`src/design/drs_pkg.sv`:
```
// Shared types and constants of the disk request scheduler.
package drs_pkg;

    localparam int TRACK_W   = 11;
    localparam int CFG_IDX_W = 1;

    // Configuration register indexes.
    localparam logic [CFG_IDX_W-1:0] REG_TRACK_COUNT = 1'b0;
    localparam logic [CFG_IDX_W-1:0] REG_POLICY_MODE = 1'b1;

    localparam logic [TRACK_W-1:0] TRACK_COUNT_RESET = 11'd1024;

    typedef enum logic [1:0] {
        POL_FIFO = 2'd0,
        POL_SSTF = 2'd1,
        POL_SCAN = 2'd2,
        POL_RSVD = 2'd3
    } policy_t;

    // One queue entry as it travels round the ring of cells.
    typedef struct packed {
        logic [TRACK_W-1:0] track;
        logic               served;
    } drs_entry_t;

    // Control of the candidate picker.
    typedef struct packed {
        logic clear;
        logic update;
        logic sstf;
    } drs_pick_ctl_t;

endpackage

```
`src/design/drs_req_if.sv`:
```
// Request channel: queue or schedule beats.
interface drs_req_if;
    logic                         valid;
    logic                         ready;
    logic                         kind;
    logic [drs_pkg::TRACK_W-1:0]  track;

    modport source (output valid, kind, track, input ready);
    modport sink   (input valid, kind, track, output ready);
endinterface

```
`src/design/drs_res_if.sv`:
```
// Result channel: served tracks in service order.
interface drs_res_if;
    logic                         valid;
    logic                         ready;
    logic [drs_pkg::TRACK_W-1:0]  served_track;
    logic                         last;
    logic                         empty_res;
    logic                         dropped;

    modport source (output valid, served_track, last, empty_res, dropped, input ready);
    modport sink   (input valid, served_track, last, empty_res, dropped, output ready);
endinterface

```
`src/design/drs_cfg_if.sv`:
```
// Configuration write channel.
interface drs_cfg_if;
    logic                           valid;
    logic                           ready;
    logic [drs_pkg::CFG_IDX_W-1:0]  index;
    logic [drs_pkg::TRACK_W-1:0]    data;

    modport source (output valid, index, data, input ready);
    modport sink   (input valid, index, data, output ready);
endinterface

```
`src/design/drs_cell.sv`:
```
// One cell of the request ring: holds a queued track and its served mark.
module drs_cell (
    input  logic                         clk,
    input  logic                         rst_n,
    input  logic                         load,
    input  logic [drs_pkg::TRACK_W-1:0]  load_track,
    input  logic                         clear,
    input  logic                         shift,
    input  drs_pkg::drs_entry_t          from_next,
    output drs_pkg::drs_entry_t          entry
);

    logic [drs_pkg::TRACK_W-1:0] track_reg;
    logic [drs_pkg::TRACK_W-1:0] track_next;
    logic                        served_reg;
    logic                        served_next;

    always_comb
    begin
        track_next  = track_reg;
        served_next = served_reg;
        if (load)
        begin
            track_next  = load_track;
            served_next = 1'b0;
        end
        else if (shift)
        begin
            track_next  = from_next.track;
            served_next = from_next.served;
        end
        if (clear)
        begin
            served_next = 1'b0;
        end
    end

    always_ff @(posedge clk)
    begin
        track_reg <= track_next;
    end

    always_ff @(posedge clk or negedge rst_n)
    begin
        if (!rst_n)
        begin
            served_reg <= 1'b0;
        end
        else
        begin
            served_reg <= served_next;
        end
    end

    assign entry.track  = track_reg;
    assign entry.served = served_reg;

endmodule

```
`src/design/drs_pick.sv`:
```
// Candidate picker: watches the entries leaving the ring and keeps the next target.
module drs_pick (
    input  logic                         clk,
    input  logic                         rst_n,
    input  drs_pkg::drs_pick_ctl_t       ctl,
    input  logic [drs_pkg::TRACK_W-1:0]  cand_track,
    input  logic [drs_pkg::TRACK_W-1:0]  head_track,
    input  logic [drs_pkg::TRACK_W-1:0]  start_track,
    output logic [drs_pkg::TRACK_W-1:0]  next_track
);

    localparam int TW = drs_pkg::TRACK_W;

    // The best register doubles as the SSTF choice and the SCAN downward choice.
    logic [TW-1:0] best_reg,  best_next;
    logic [TW-1:0] bestd_reg, bestd_next;
    logic [TW-1:0] up_reg,    up_next;
    logic          have_reg,  have_next;
    logic          have_up_reg, have_up_next;
    logic [TW-1:0] seek_len;

    always_comb
    begin
        seek_len     = (cand_track > head_track) ? (cand_track - head_track)
                                                 : (head_track - cand_track);
        best_next    = best_reg;
        bestd_next   = bestd_reg;
        up_next      = up_reg;
        have_next    = have_reg;
        have_up_next = have_up_reg;
        if (ctl.clear)
        begin
            have_next    = 1'b0;
            have_up_next = 1'b0;
        end
        else if (ctl.update)
        begin
            if (ctl.sstf)
            begin
                // Equal distance goes to the later entry.
                if (!have_reg || seek_len <= bestd_reg)
                begin
                    best_next  = cand_track;
                    bestd_next = seek_len;
                    have_next  = 1'b1;
                end
            end
            else if (cand_track <= start_track)
            begin
                if (!have_reg || cand_track > best_reg)
                begin
                    best_next = cand_track;
                    have_next = 1'b1;
                end
            end
            else if (!have_up_reg || cand_track < up_reg)
            begin
                up_next      = cand_track;
                have_up_next = 1'b1;
            end
        end
    end

    always_ff @(posedge clk)
    begin
        best_reg  <= best_next;
        bestd_reg <= bestd_next;
        up_reg    <= up_next;
    end

    always_ff @(posedge clk or negedge rst_n)
    begin
        if (!rst_n)
        begin
            have_reg    <= 1'b0;
            have_up_reg <= 1'b0;
        end
        else
        begin
            have_reg    <= have_next;
            have_up_reg <= have_up_next;
        end
    end

    assign next_track = (ctl.sstf || have_reg) ? best_reg : up_reg;

endmodule

```
`src/design/disk_request_scheduler_unit.sv`:
```
// Top level of the disk request scheduler: ring of request cells and pass sequencer.
//
//  Channel | Direction | Beat carries
//  --------+-----------+--------------------------------------------
//  req     | in        | kind, track
//  res     | out       | served_track, last, empty_res, dropped
//  cfg     | in        | index, data (track_count, policy_mode)
//
// A schedule beat runs one pass per distinct track served, a single pass in FIFO
// mode: the ring rotates all QUEUE_DEPTH cells past the evaluator at cell 0, then
// ST_NEXT picks the next target or ends the schedule. An empty schedule goes
// through ST_EMPTY and returns one result with empty_res set.
// Reset clears the queue count, served marks and overflow flag; no clearing pass.
// A stalled result beat freezes the ring; req is only ready between schedules.
module disk_request_scheduler_unit #(
    parameter int QUEUE_DEPTH = 32,
    parameter int MAX_TRACKS  = 1024
) (
    input  logic      clk,
    input  logic      rst_n,
    drs_req_if.sink   req,
    drs_res_if.source res,
    drs_cfg_if.sink   cfg
);

    localparam int TW    = drs_pkg::TRACK_W;
    localparam int IDX_W = $clog2(QUEUE_DEPTH);
    localparam int CNT_W = $clog2(QUEUE_DEPTH + 1);
    localparam int MT_W  = $clog2(MAX_TRACKS + 1);
    localparam int LW    = (MT_W > TW) ? MT_W : TW;

    typedef enum logic [3:0] {
        ST_IDLE  = 4'b0001,
        ST_EMPTY = 4'b0010,
        ST_PASS  = 4'b0100,
        ST_NEXT  = 4'b1000
    } state_t;

    state_t                 state_reg, state_next;
    logic [TW-1:0]          track_count_reg, track_count_next;
    drs_pkg::policy_t       policy_reg, policy_next;
    logic [CNT_W-1:0]       count_reg, count_next;
    logic [CNT_W-1:0]       served_cnt_reg, served_cnt_next;
    logic [IDX_W-1:0]       pos_reg, pos_next;
    logic                   ovf_reg, ovf_next;
    logic [TW-1:0]          last_track_reg, last_track_next;
    logic [TW-1:0]          target_reg, target_next;

    logic                   out_valid_reg, out_valid_next;
    logic [TW-1:0]          out_track_reg, out_track_next;
    logic                   out_last_reg, out_last_next;
    logic                   out_empty_reg, out_empty_next;
    logic                   out_drop_reg, out_drop_next;

    drs_pkg::drs_entry_t    cell_entry [QUEUE_DEPTH];
    drs_pkg::drs_entry_t    tail_entry;
    drs_pkg::drs_pick_ctl_t pick_ctl;
    logic [TW-1:0]          pick_track;

    logic                   req_fire;
    logic                   enq_ok;
    logic                   cell_clear;
    logic                   slot_free;
    logic                   step;
    logic                   head_valid;
    logic                   fifo_mode;
    logic                   match;
    logic [LW-1:0]          limit;
    logic [CNT_W-1:0]       served_plus;

    assign req.ready  = (state_reg == ST_IDLE);
    assign cfg.ready  = 1'b1;
    assign req_fire   = req.valid && req.ready;
    assign slot_free  = !out_valid_reg || res.ready;
    assign step       = (state_reg == ST_PASS) && slot_free;
    assign fifo_mode  = !(policy_reg == drs_pkg::POL_SSTF || policy_reg == drs_pkg::POL_SCAN);
    assign limit      = (LW'(track_count_reg) > LW'(MAX_TRACKS)) ? LW'(MAX_TRACKS)
                                                                 : LW'(track_count_reg);
    assign enq_ok     = req_fire && !req.kind && (req.track != '0)
                        && (LW'(req.track) <= limit) && (count_reg < CNT_W'(QUEUE_DEPTH));
    assign cell_clear = req_fire && req.kind;
    assign head_valid = {1'b0, pos_reg} < (IDX_W + 1)'(count_reg);
    assign match      = head_valid && !cell_entry[0].served
                        && (fifo_mode || cell_entry[0].track == target_reg);
    assign served_plus = served_cnt_reg + CNT_W'(1);

    // The entry leaving cell 0 re-enters at the tail with its mark updated.
    assign tail_entry.track  = cell_entry[0].track;
    assign tail_entry.served = cell_entry[0].served || match;

    genvar gi;
    generate
        for (gi = 0; gi < QUEUE_DEPTH; gi++)
        begin : g_cell
            drs_cell u_cell (
                .clk        (clk),
                .rst_n      (rst_n),
                .load       (enq_ok && (count_reg[IDX_W-1:0] == IDX_W'(gi))),
                .load_track (req.track),
                .clear      (cell_clear),
                .shift      (step),
                .from_next  ((gi == QUEUE_DEPTH - 1) ? tail_entry
                                                     : cell_entry[(gi + 1) % QUEUE_DEPTH]),
                .entry      (cell_entry[gi])
            );
        end
    endgenerate

    always_comb
    begin
        pick_ctl.sstf   = (policy_reg == drs_pkg::POL_SSTF);
        pick_ctl.update = step && head_valid && !cell_entry[0].served && !match;
        pick_ctl.clear  = cell_clear || (state_reg == ST_NEXT);
    end

    drs_pick u_pick (
        .clk         (clk),
        .rst_n       (rst_n),
        .ctl         (pick_ctl),
        .cand_track  (cell_entry[0].track),
        .head_track  (target_reg),
        .start_track (last_track_reg),
        .next_track  (pick_track)
    );

    always_comb
    begin
        state_next       = state_reg;
        track_count_next = track_count_reg;
        policy_next      = policy_reg;
        count_next       = count_reg;
        served_cnt_next  = served_cnt_reg;
        pos_next         = pos_reg;
        ovf_next         = ovf_reg;
        last_track_next  = last_track_reg;
        target_next      = target_reg;
        out_valid_next   = out_valid_reg && !res.ready;
        out_track_next   = out_track_reg;
        out_last_next    = out_last_reg;
        out_empty_next   = out_empty_reg;
        out_drop_next    = out_drop_reg;

        if (cfg.valid && cfg.ready)
        begin
            case (cfg.index)
                drs_pkg::REG_TRACK_COUNT: track_count_next = cfg.data;
                drs_pkg::REG_POLICY_MODE: policy_next = drs_pkg::policy_t'(cfg.data[1:0]);
                default: ;
            endcase
        end

        case (state_reg)
            ST_IDLE:
            begin
                if (req_fire)
                begin
                    if (!req.kind)
                    begin
                        if (enq_ok)
                        begin
                            count_next      = count_reg + CNT_W'(1);
                            last_track_next = req.track;
                        end
                        else if (req.track != '0 && LW'(req.track) <= limit)
                        begin
                            ovf_next = 1'b1;
                        end
                    end
                    else if (count_reg == '0)
                    begin
                        state_next = ST_EMPTY;
                    end
                    else
                    begin
                        served_cnt_next = '0;
                        pos_next        = '0;
                        target_next     = last_track_reg;
                        state_next      = ST_PASS;
                    end
                end
            end
            ST_EMPTY:
            begin
                if (slot_free)
                begin
                    out_valid_next = 1'b1;
                    out_track_next = '0;
                    out_last_next  = 1'b1;
                    out_empty_next = 1'b1;
                    out_drop_next  = ovf_reg;
                    ovf_next       = 1'b0;
                    state_next     = ST_IDLE;
                end
            end
            ST_PASS:
            begin
                if (step)
                begin
                    if (match)
                    begin
                        out_valid_next  = 1'b1;
                        out_track_next  = cell_entry[0].track;
                        out_last_next   = (served_plus == count_reg);
                        out_empty_next  = 1'b0;
                        out_drop_next   = ovf_reg;
                        served_cnt_next = served_plus;
                    end
                    if (pos_reg == IDX_W'(QUEUE_DEPTH - 1))
                    begin
                        pos_next   = '0;
                        state_next = ST_NEXT;
                    end
                    else
                    begin
                        pos_next = pos_reg + IDX_W'(1);
                    end
                end
            end
            ST_NEXT:
            begin
                if (served_cnt_reg == count_reg)
                begin
                    count_next = '0;
                    ovf_next   = 1'b0;
                    state_next = ST_IDLE;
                end
                else
                begin
                    target_next = pick_track;
                    state_next  = ST_PASS;
                end
            end
            default:
            begin
                state_next = ST_IDLE;
            end
        endcase
    end

    always_ff @(posedge clk or negedge rst_n)
    begin
        if (!rst_n)
        begin
            state_reg       <= ST_IDLE;
            track_count_reg <= drs_pkg::TRACK_COUNT_RESET;
            policy_reg      <= drs_pkg::POL_FIFO;
            count_reg       <= '0;
            served_cnt_reg  <= '0;
            pos_reg         <= '0;
            ovf_reg         <= 1'b0;
            out_valid_reg   <= 1'b0;
        end
        else
        begin
            state_reg       <= state_next;
            track_count_reg <= track_count_next;
            policy_reg      <= policy_next;
            count_reg       <= count_next;
            served_cnt_reg  <= served_cnt_next;
            pos_reg         <= pos_next;
            ovf_reg         <= ovf_next;
            out_valid_reg   <= out_valid_next;
        end
    end

    always_ff @(posedge clk)
    begin
        last_track_reg <= last_track_next;
        target_reg     <= target_next;
        out_track_reg  <= out_track_next;
        out_last_reg   <= out_last_next;
        out_empty_reg  <= out_empty_next;
        out_drop_reg   <= out_drop_next;
    end

    assign res.valid        = out_valid_reg;
    assign res.served_track = out_track_reg;
    assign res.last         = out_last_reg;
    assign res.empty_res    = out_empty_reg;
    assign res.dropped      = out_drop_reg;

    // The ring must be back in arrival order whenever new requests can be loaded.
    a_idle_aligned: assert property (@(posedge clk) disable iff (!rst_n)
        (state_reg == ST_IDLE) |-> (pos_reg == '0))
        else $error("ring not aligned while idle");

    a_served_bound: assert property (@(posedge clk) disable iff (!rst_n)
        (state_reg == ST_PASS || state_reg == ST_NEXT) |-> (served_cnt_reg <= count_reg))
        else $error("more results than queued requests");

    a_count_bound: assert property (@(posedge clk) disable iff (!rst_n)
        count_reg <= CNT_W'(QUEUE_DEPTH))
        else $error("queue count beyond depth");

    a_empty_state: assert property (@(posedge clk) disable iff (!rst_n)
        (state_reg == ST_EMPTY) |-> (count_reg == '0))
        else $error("empty result with requests queued");

    a_batch_done: assert property (@(posedge clk) disable iff (!rst_n)
        (state_reg == ST_NEXT && served_cnt_reg == count_reg) |=> (count_reg == '0))
        else $error("queue not emptied after batch");

endmodule
```
`src/flat_wrapper.sv`:
```
// flat-port wrapper written by rule: the top's interface ports become plain ports
module disk_request_scheduler_unit_flat 
#(
    parameter int QUEUE_DEPTH = 32,
    parameter int MAX_TRACKS  = 1024
)
  (clk, rst_n, req_valid, req_kind, req_track, req_ready, res_valid, res_served_track, res_last, res_empty_res, res_dropped, res_ready, cfg_valid, cfg_index, cfg_data, cfg_ready);
  drs_req_if req_i ();
  drs_res_if res_i ();
  drs_cfg_if cfg_i ();
  input  logic clk;
  input  logic rst_n;
  input wire logic [$bits(req_i.valid)-1:0] req_valid;
  input wire logic [$bits(req_i.kind)-1:0] req_kind;
  input wire logic [$bits(req_i.track)-1:0] req_track;
  output wire logic [$bits(req_i.ready)-1:0] req_ready;
  output wire logic [$bits(res_i.valid)-1:0] res_valid;
  output wire logic [$bits(res_i.served_track)-1:0] res_served_track;
  output wire logic [$bits(res_i.last)-1:0] res_last;
  output wire logic [$bits(res_i.empty_res)-1:0] res_empty_res;
  output wire logic [$bits(res_i.dropped)-1:0] res_dropped;
  input wire logic [$bits(res_i.ready)-1:0] res_ready;
  input wire logic [$bits(cfg_i.valid)-1:0] cfg_valid;
  input wire logic [$bits(cfg_i.index)-1:0] cfg_index;
  input wire logic [$bits(cfg_i.data)-1:0] cfg_data;
  output wire logic [$bits(cfg_i.ready)-1:0] cfg_ready;
  assign req_i.valid = req_valid;
  assign req_i.kind = req_kind;
  assign req_i.track = req_track;
  assign req_ready = req_i.ready;
  assign res_valid = res_i.valid;
  assign res_served_track = res_i.served_track;
  assign res_last = res_i.last;
  assign res_empty_res = res_i.empty_res;
  assign res_dropped = res_i.dropped;
  assign res_i.ready = res_ready;
  assign cfg_i.valid = cfg_valid;
  assign cfg_i.index = cfg_index;
  assign cfg_i.data = cfg_data;
  assign cfg_ready = cfg_i.ready;
  disk_request_scheduler_unit #(.QUEUE_DEPTH(QUEUE_DEPTH), .MAX_TRACKS(MAX_TRACKS)) u_core (.clk(clk), .rst_n(rst_n), .req(req_i), .res(res_i), .cfg(cfg_i));
endmodule
```
`config.mk`:
```
export PLATFORM = sky130hd
export DESIGN_NAME = disk_request_scheduler_unit_flat
export DESIGN_NICKNAME = d
export VERILOG_FILES = /design/src/design/drs_pkg.sv /design/src/design/drs_req_if.sv /design/src/design/drs_res_if.sv /design/src/design/drs_cfg_if.sv /design/src/design/drs_cell.sv /design/src/design/drs_pick.sv /design/src/design/disk_request_scheduler_unit.sv /design/src/flat_wrapper.sv
export SDC_FILE = /design/constraint.sdc
export NUM_CORES = 1
export LEC_CHECK = 0
export BUFFER_PORTS_ARGS = -buffer_cell sky130_fd_sc_hd__buf_2
export CORE_MARGIN = 2
export CORE_UTILIZATION = 39
export CTS_BUF_LIST = sky130_fd_sc_hd__clkbuf_16
export DETAILED_ROUTE_END_ITERATION = 10
export PLACE_DENSITY = 0.64
export SLEW_MARGIN = 20
export SYNTH_ARGS = -nofsm -noshare
export SYNTH_HDL_FRONTEND = slang
export SYNTH_SLANG_ARGS = --single-unit
```
`constraint.sdc`:
```
create_clock -name clk -period 4.8 [get_ports clk]
set_clock_uncertainty 0.2 [all_clocks]
set_input_delay 0 -clock clk [delete_from_list [all_inputs] [get_ports clk]]
set_output_delay 0 -clock clk [all_outputs]
set_load 0.01 [all_outputs]
```
Word level (Yosys, flattened, before mapping). Cells that the tools add are included.

$add $sub $neg: 5. $lt $le $gt $ge: 9. Eq/ne operators: 58. Muxes and demuxes: 234. Bitwise operators: 5. Reductions and logical operators: 155.

Operators by type and width (count): 2-to-1 mux 11 bit (78); 2-to-1 mux 1 bit (124); nonzero test 3 bit (35); equality test 5 bit (second input constant) (17); nonzero test 2 bit (39); 2-to-1 mux 6 bit (9); logical AND 1 bit (46); one-hot mux 11 bit (2 select lines) (2); equality test 5 x 4 -> 1 bit (second input constant) (8); <= comparator 11 bit (3); AND reduction 5 bit (6); 2-to-1 mux 5 bit (5); one-hot mux 6 bit (2 select lines) (2); > comparator 11 bit (2); subtractor 11 bit (2); equality test 5 x 3 -> 1 bit (second input constant) (4); 2-to-1 mux 4 bit (5); != test 2 bit (second input constant) (10); AND reduction 4 bit (5); one-hot mux 4 bit (4 select lines) (1); adder 6 x 1 -> 6 bit (second input constant) (2); equality test 6 bit (2); != test 2 x 1 -> 1 bit (second input constant) (6); equality test 11 bit (1); 27 further kinds (52).

Register bits after elaboration: 491. Input port bits: 29. Output and inout bits: 17. Word-level logic and storage cells: 549.

Depth between registers and ports, before layout.
Depth in word-level cells: 10. Gate-level depth with buffers: 19. Mapped depth without buffers: 19.

Modules after synthesis. From an unflattened synthesis, not the netlist that was laid out.

Cell total of the unflattened synthesis: 1648. Area total of the unflattened synthesis: 25065.3 µm².

By module, submodules not included: drs_cell (instances 32, cells each 28, area each 549.3 µm², sequential area each 355.3 µm²); disk_request_scheduler_unit (instances 1, cells each 396, area each 4190.3 µm², sequential area each 1984.4 µm²); drs_pick (instances 1, cells each 356, area each 3298.2 µm², sequential area each 1041.0 µm²).

Least setup slack after synthesis. OpenSTA, ideal clock, no wires.

Path type: register to register. Start: reg u_core.g_cell[0].u_cell.track_reg[7] (netlist bit). End: reg u_core.u_pick.best_reg[0] (enable). Library setup time: 0.399 ns. Arrival time: 4.546 ns. Data required time: 4.201 ns. Slack: -0.346 ns. Cell stages (with the launch flop): 18. Buffers on the path: 2. Period minus slack after synthesis: 5.146 ns. Cells stage by stage: edfxtp_1 -> inv_1 -> ha_1 -> clkbuf_1 -> nand4_1 -> nor4_1 -> nor3_1 -> a21oi_1 -> buf_1 -> mux2i_1 -> xor2_1 -> ha_1 -> nand4_1 -> o31ai_1 -> nor3_1 -> o21ai_0 -> o211ai_1 -> a211oi_1.

Cells in the longest elaborated chain, start to end: 6. Elaborated cells on any way between the ends: 18. Those cells by class: add/sub: 2; order compare: 4; eq/ne: 2; mux: 1; reduce/logical: 9.

RTL lines: from (decl) (line drs_cell.sv:13) `logic [drs_pkg::TRACK_W-1:0] track_reg;`; from (signal assigned) (line drs_cell.sv:40) `track_reg <= track_next;`; > comparator 11 bit (line drs_pick.sv:24) `seek_len = (cand_track > head_track) ? (cand_track - head_track)`; 2-to-1 mux 11 bit (line drs_pick.sv:24); named net u_core.u_pick.seek_len[6] (line drs_pick.sv:20) `logic [TW-1:0] seek_len;`; <= comparator 11 bit (line drs_pick.sv:41) `if (!have_reg || seek_len <= bestd_reg)`; logical OR 1 bit (line drs_pick.sv:41); != test 2 x 1 -> 1 bit (no line); AND reduction 5 bit (no line); to (signal assigned) (line drs_pick.sv:66) `best_reg <= best_next;`; to (decl) (line drs_pick.sv:15) `logic [TW-1:0] best_reg, best_next;`.

The timed path passes the listed nets, and every way through them passes these cells. A chain may end at the register's enable or synchronous reset.

Worst setup path in the final report.
Start: reg u_core.g_cell[0].u_cell.track_reg[8] (netlist bit). End: reg u_core.u_pick.best_reg[9] (enable).

Same word-level chain as after synthesis.

==> key figures <==
Outcome
  – Outcome: complete, no violations

Power
  – Leakage power: 8.768 nW
  – Worst vdd ir: 268.1 uV
  – Power Dens Cells: 338.1 mW/mm2

Drt
  – Via density: 5.237
  – DRC viols: 0
  – Detail Route Antenna Nets: 0
  – Drt first pass iters: 7
  – DR vias: 13836
  – DR iter-0 viols: between 1000 and 1500
  – Routed len/inst: around 20 um
  – Final WL: 53.09 mm

Floorplan
  – I/O Pins: 46
  – Die W: 249.4 um
  – Initial core utilization: 0.3963
  – Die Span Y: approximately 250 um
  – Core area: 0.05924 mm2
  – Die Footprint: 0.06218 mm2
  – Number of cell rows: 89

STA
  – Slew Viols, Final: 0
  – Worst rel slew slack: 0.4054
  – Fin crit period: 4.432 ns
  – Setup TNS: 0 ns
  – Final WS setup: 0.3678 ns
  – Period Utilization, post-route: 0.9234
  – Unrepaired setup endpoints after global routing: false
  – Final Hold Fails: 0
  – Actual slew at the worst max-slew pin: between 0.8 and 0.9 ns
  – Fmax: 225.6 MHz
  – Final setup vio count: 0

Clocking
  – CTS tree: yes
  – # clock sinks: 491
  – Number of CTS-inserted buffers: 53
  – Clock root buffer master: clkbuf_16
  – H-Tree Depth: 2
  – CTS Buffer Depth: 3
  – Skew-Pair Late Insertion Delay: 0.60 ns
  – Post-CTS setup buffers: 0
  – Clock Pin Slew Worst Setup and Hold Paths: 0.06 ns

Final layout
  – Share of cells above drive strength 1: 0.3184
  – Post-layout instance area: 0.02725 mm2
  – Fin nets: 1944
  – Largest register FFs: 352
  – Fillers: 5255
  – Layout Cells excl Fill: 2642
  – Post-layout util: 0.4599
  – N_diodes: 0
  – Area Growth Syn to Fin: 16.06%

Synth
  – Synth top area share: 0.5385
  – Netlist cell types: 63
  – Post-Syn Area: roughly 0.023 mm2
  – Sequential share of the synthesized area: 0.6132
  – Post-synth EDFFs: 421
  – Syn_area_per_cell: 13.97 um2
  – Cells after Synth: 1681
  – Synth cell count leaders: edfxtp_1 (421), mux2_2 (356), nand2_1 (145)
  – Top FF cell, synth: edfxtp_1
  – Synthesized Nets: 1801
  – Synth async-reset ratio: 0.1426
  – Leading area contributor after synthesis: edfxtp_1
  – Top cells by area, synth: edfxtp_1 (54%), mux2_2 (17%), dfrtp_1 (7.2%)
  – Yosys warns: 0
  – Synth Register Bits: about 490
  – Count leader, synth: edfxtp_1

Critical path
  – Crit path arrival time: ~4.5 ns
  – Crit start category: flip-flop
  – Critical Path Max Stage Delay: 0.40 ns
  – Worst Path Required: 4.90 ns
  – Buf/Inv on CP: 3
  – Worst path top cell family by delay: compound AO/OA/AOI/OAI gates
  – Max FO, Critical Path: 12
  – Critical Path Slowest Stage Cell: ha_1
  – CP Cell Sequence: inv_1 > ha_1 > nand4_1 > nor4_2 > nor3_1 > a21oi_1 > buf_4 > mux2i_1 > xor2_1 > ha_1 > nand4_1 > o31ai_1 > nor3_1 > o21ai_0 > o211ai_1 > a211oi_2 > buf_4
  – Critical path endpoint category: flip-flop
  – Crit Path Category: flip-flop to flip-flop

GRT
  – Global Route met2 Usage: 0.2692
  – Vias in the first global route: 14286
  – Global-route wire length before repair: 83.97 mm
  – Busiest metal layer after global routing: met2
  – Initial antenna violation count: 2
  – Overall routing resource usage: 0.1709
  – GRT Residual Overflow: 0
  – Largest net degree at the start of global routing: 69
  – Grt met3 use: 0.02926
  – GR Util met1: 0.2461

Min path
  – Worst hold path type: input port to flip-flop

Place
  – Cells after DPL: roughly 2500
  – GPL Wtd Cong: 0.8844
  – Port buffer count: between 40 and 50
  – DP HPWL: 35.52 mm
  – Setup slack at placement: ~0.3 ns
  – Placed inst area: 0.02499 mm2

Flow run
  – MaxCap Viol Count: 0
## metrics by stage
step / power (W) / hold WS, ns
4_1_cts: 0.009319 / 0.01468
5_1_grt: 0.009548 / 0.01644
3_5_place_dp: 0.005275 / 0.02353
6_report: 0.009212 / 0.01356
2_1_floorplan: 0.005053 / -0.4956
3_3_place_gp: 0.005266 / 0.01654
## logic make-up after synthesis
logic type      count (synthesis)  share of synthesized area
other cells                     1                  0.0001597
fa+ha+maj                      91                    0.04914
compound gates                178                    0.04578
mux                           394                     0.1882
buf+inv                       179                    0.03038
simple gates                  326                    0.06529
flops                         491                     0.6132
xor+xnor                       21                   0.007834
## repair_timing
item                                   in CTS  in global routing
gates resized for setup                     0                  1
endpoints found under the hold margin     155                  0
setup endpoints to repair                   0                 11
hold buffers                               52                  0
## layer usage
layer | vias to the layer above | part of all wire
met5 | - | 0
met4 | 0 | 0.020
met2 | 327 | 0.45
met1 | 6915 | 0.48
met3 | 78 | 0.047
li1 | 6516 | -
## worst paths after layout
path                                                           startpoint                                     end  slack, ns  cells after the start
max                        u_core.g_cell[0].u_cell.track_reg[8]$_DFFE_PP_     u_core.u_pick.best_reg[9]$_DFFE_PP_       0.37                     17
min                                                          req_track[7]      u_core.last_track_reg[7]$_DFFE_PP_       0.01                      2
max reg2reg                u_core.g_cell[0].u_cell.track_reg[8]$_DFFE_PP_     u_core.u_pick.best_reg[9]$_DFFE_PP_       0.37                     17
min reg2reg                                    u_core.ovf_reg$_DFFE_PN0P_            u_core.res.dropped$_DFFE_PP_       0.32                      0
max in group asynchronous                                           rst_n    u_core.served_cnt_reg[0]$_DFFE_PN0P_       3.64                      4
min in group asynchronous                                           rst_n  u_core.track_count_reg[10]$_DFFE_PN1P_       0.33                      3
## cell usage in the layout, fill, tap and decap left out, types with 22 or more instances in the layout
cell,count
mux2_2,356
buf_2,43
a21oi_1,38
o21ai_0,76
buf_4,92
dfrtp_1,68
mux2i_1,32
edfxtp_1,421
nor2_1,45
clkbuf_16,56
inv_1,97
nand2_1,145
ha_1,89
dlygate4sd3_1,51
nor3_1,29
nand3_1,22
## area by class of cell
type	instances	area, um2	share of cell area
multi-input combinational	1011	8426	0.3092
sequential	491	14400	0.5284
tap	773	967.2	0.03550
clock inverter	44	312.8	0.01148
timing repair buffer	187	1444	0.05299
inverter	80	300.3	0.01102
clock buffer	56	1401	0.05143
## power breakdown
group          switching (W)  total [W]  internal, W
Clock                0.00166    0.00398      0.00232
Combinational       0.000356   0.000551     0.000195
Sequential         0.0000261    0.00468      0.00466
(Power assumes the default switching activity.)
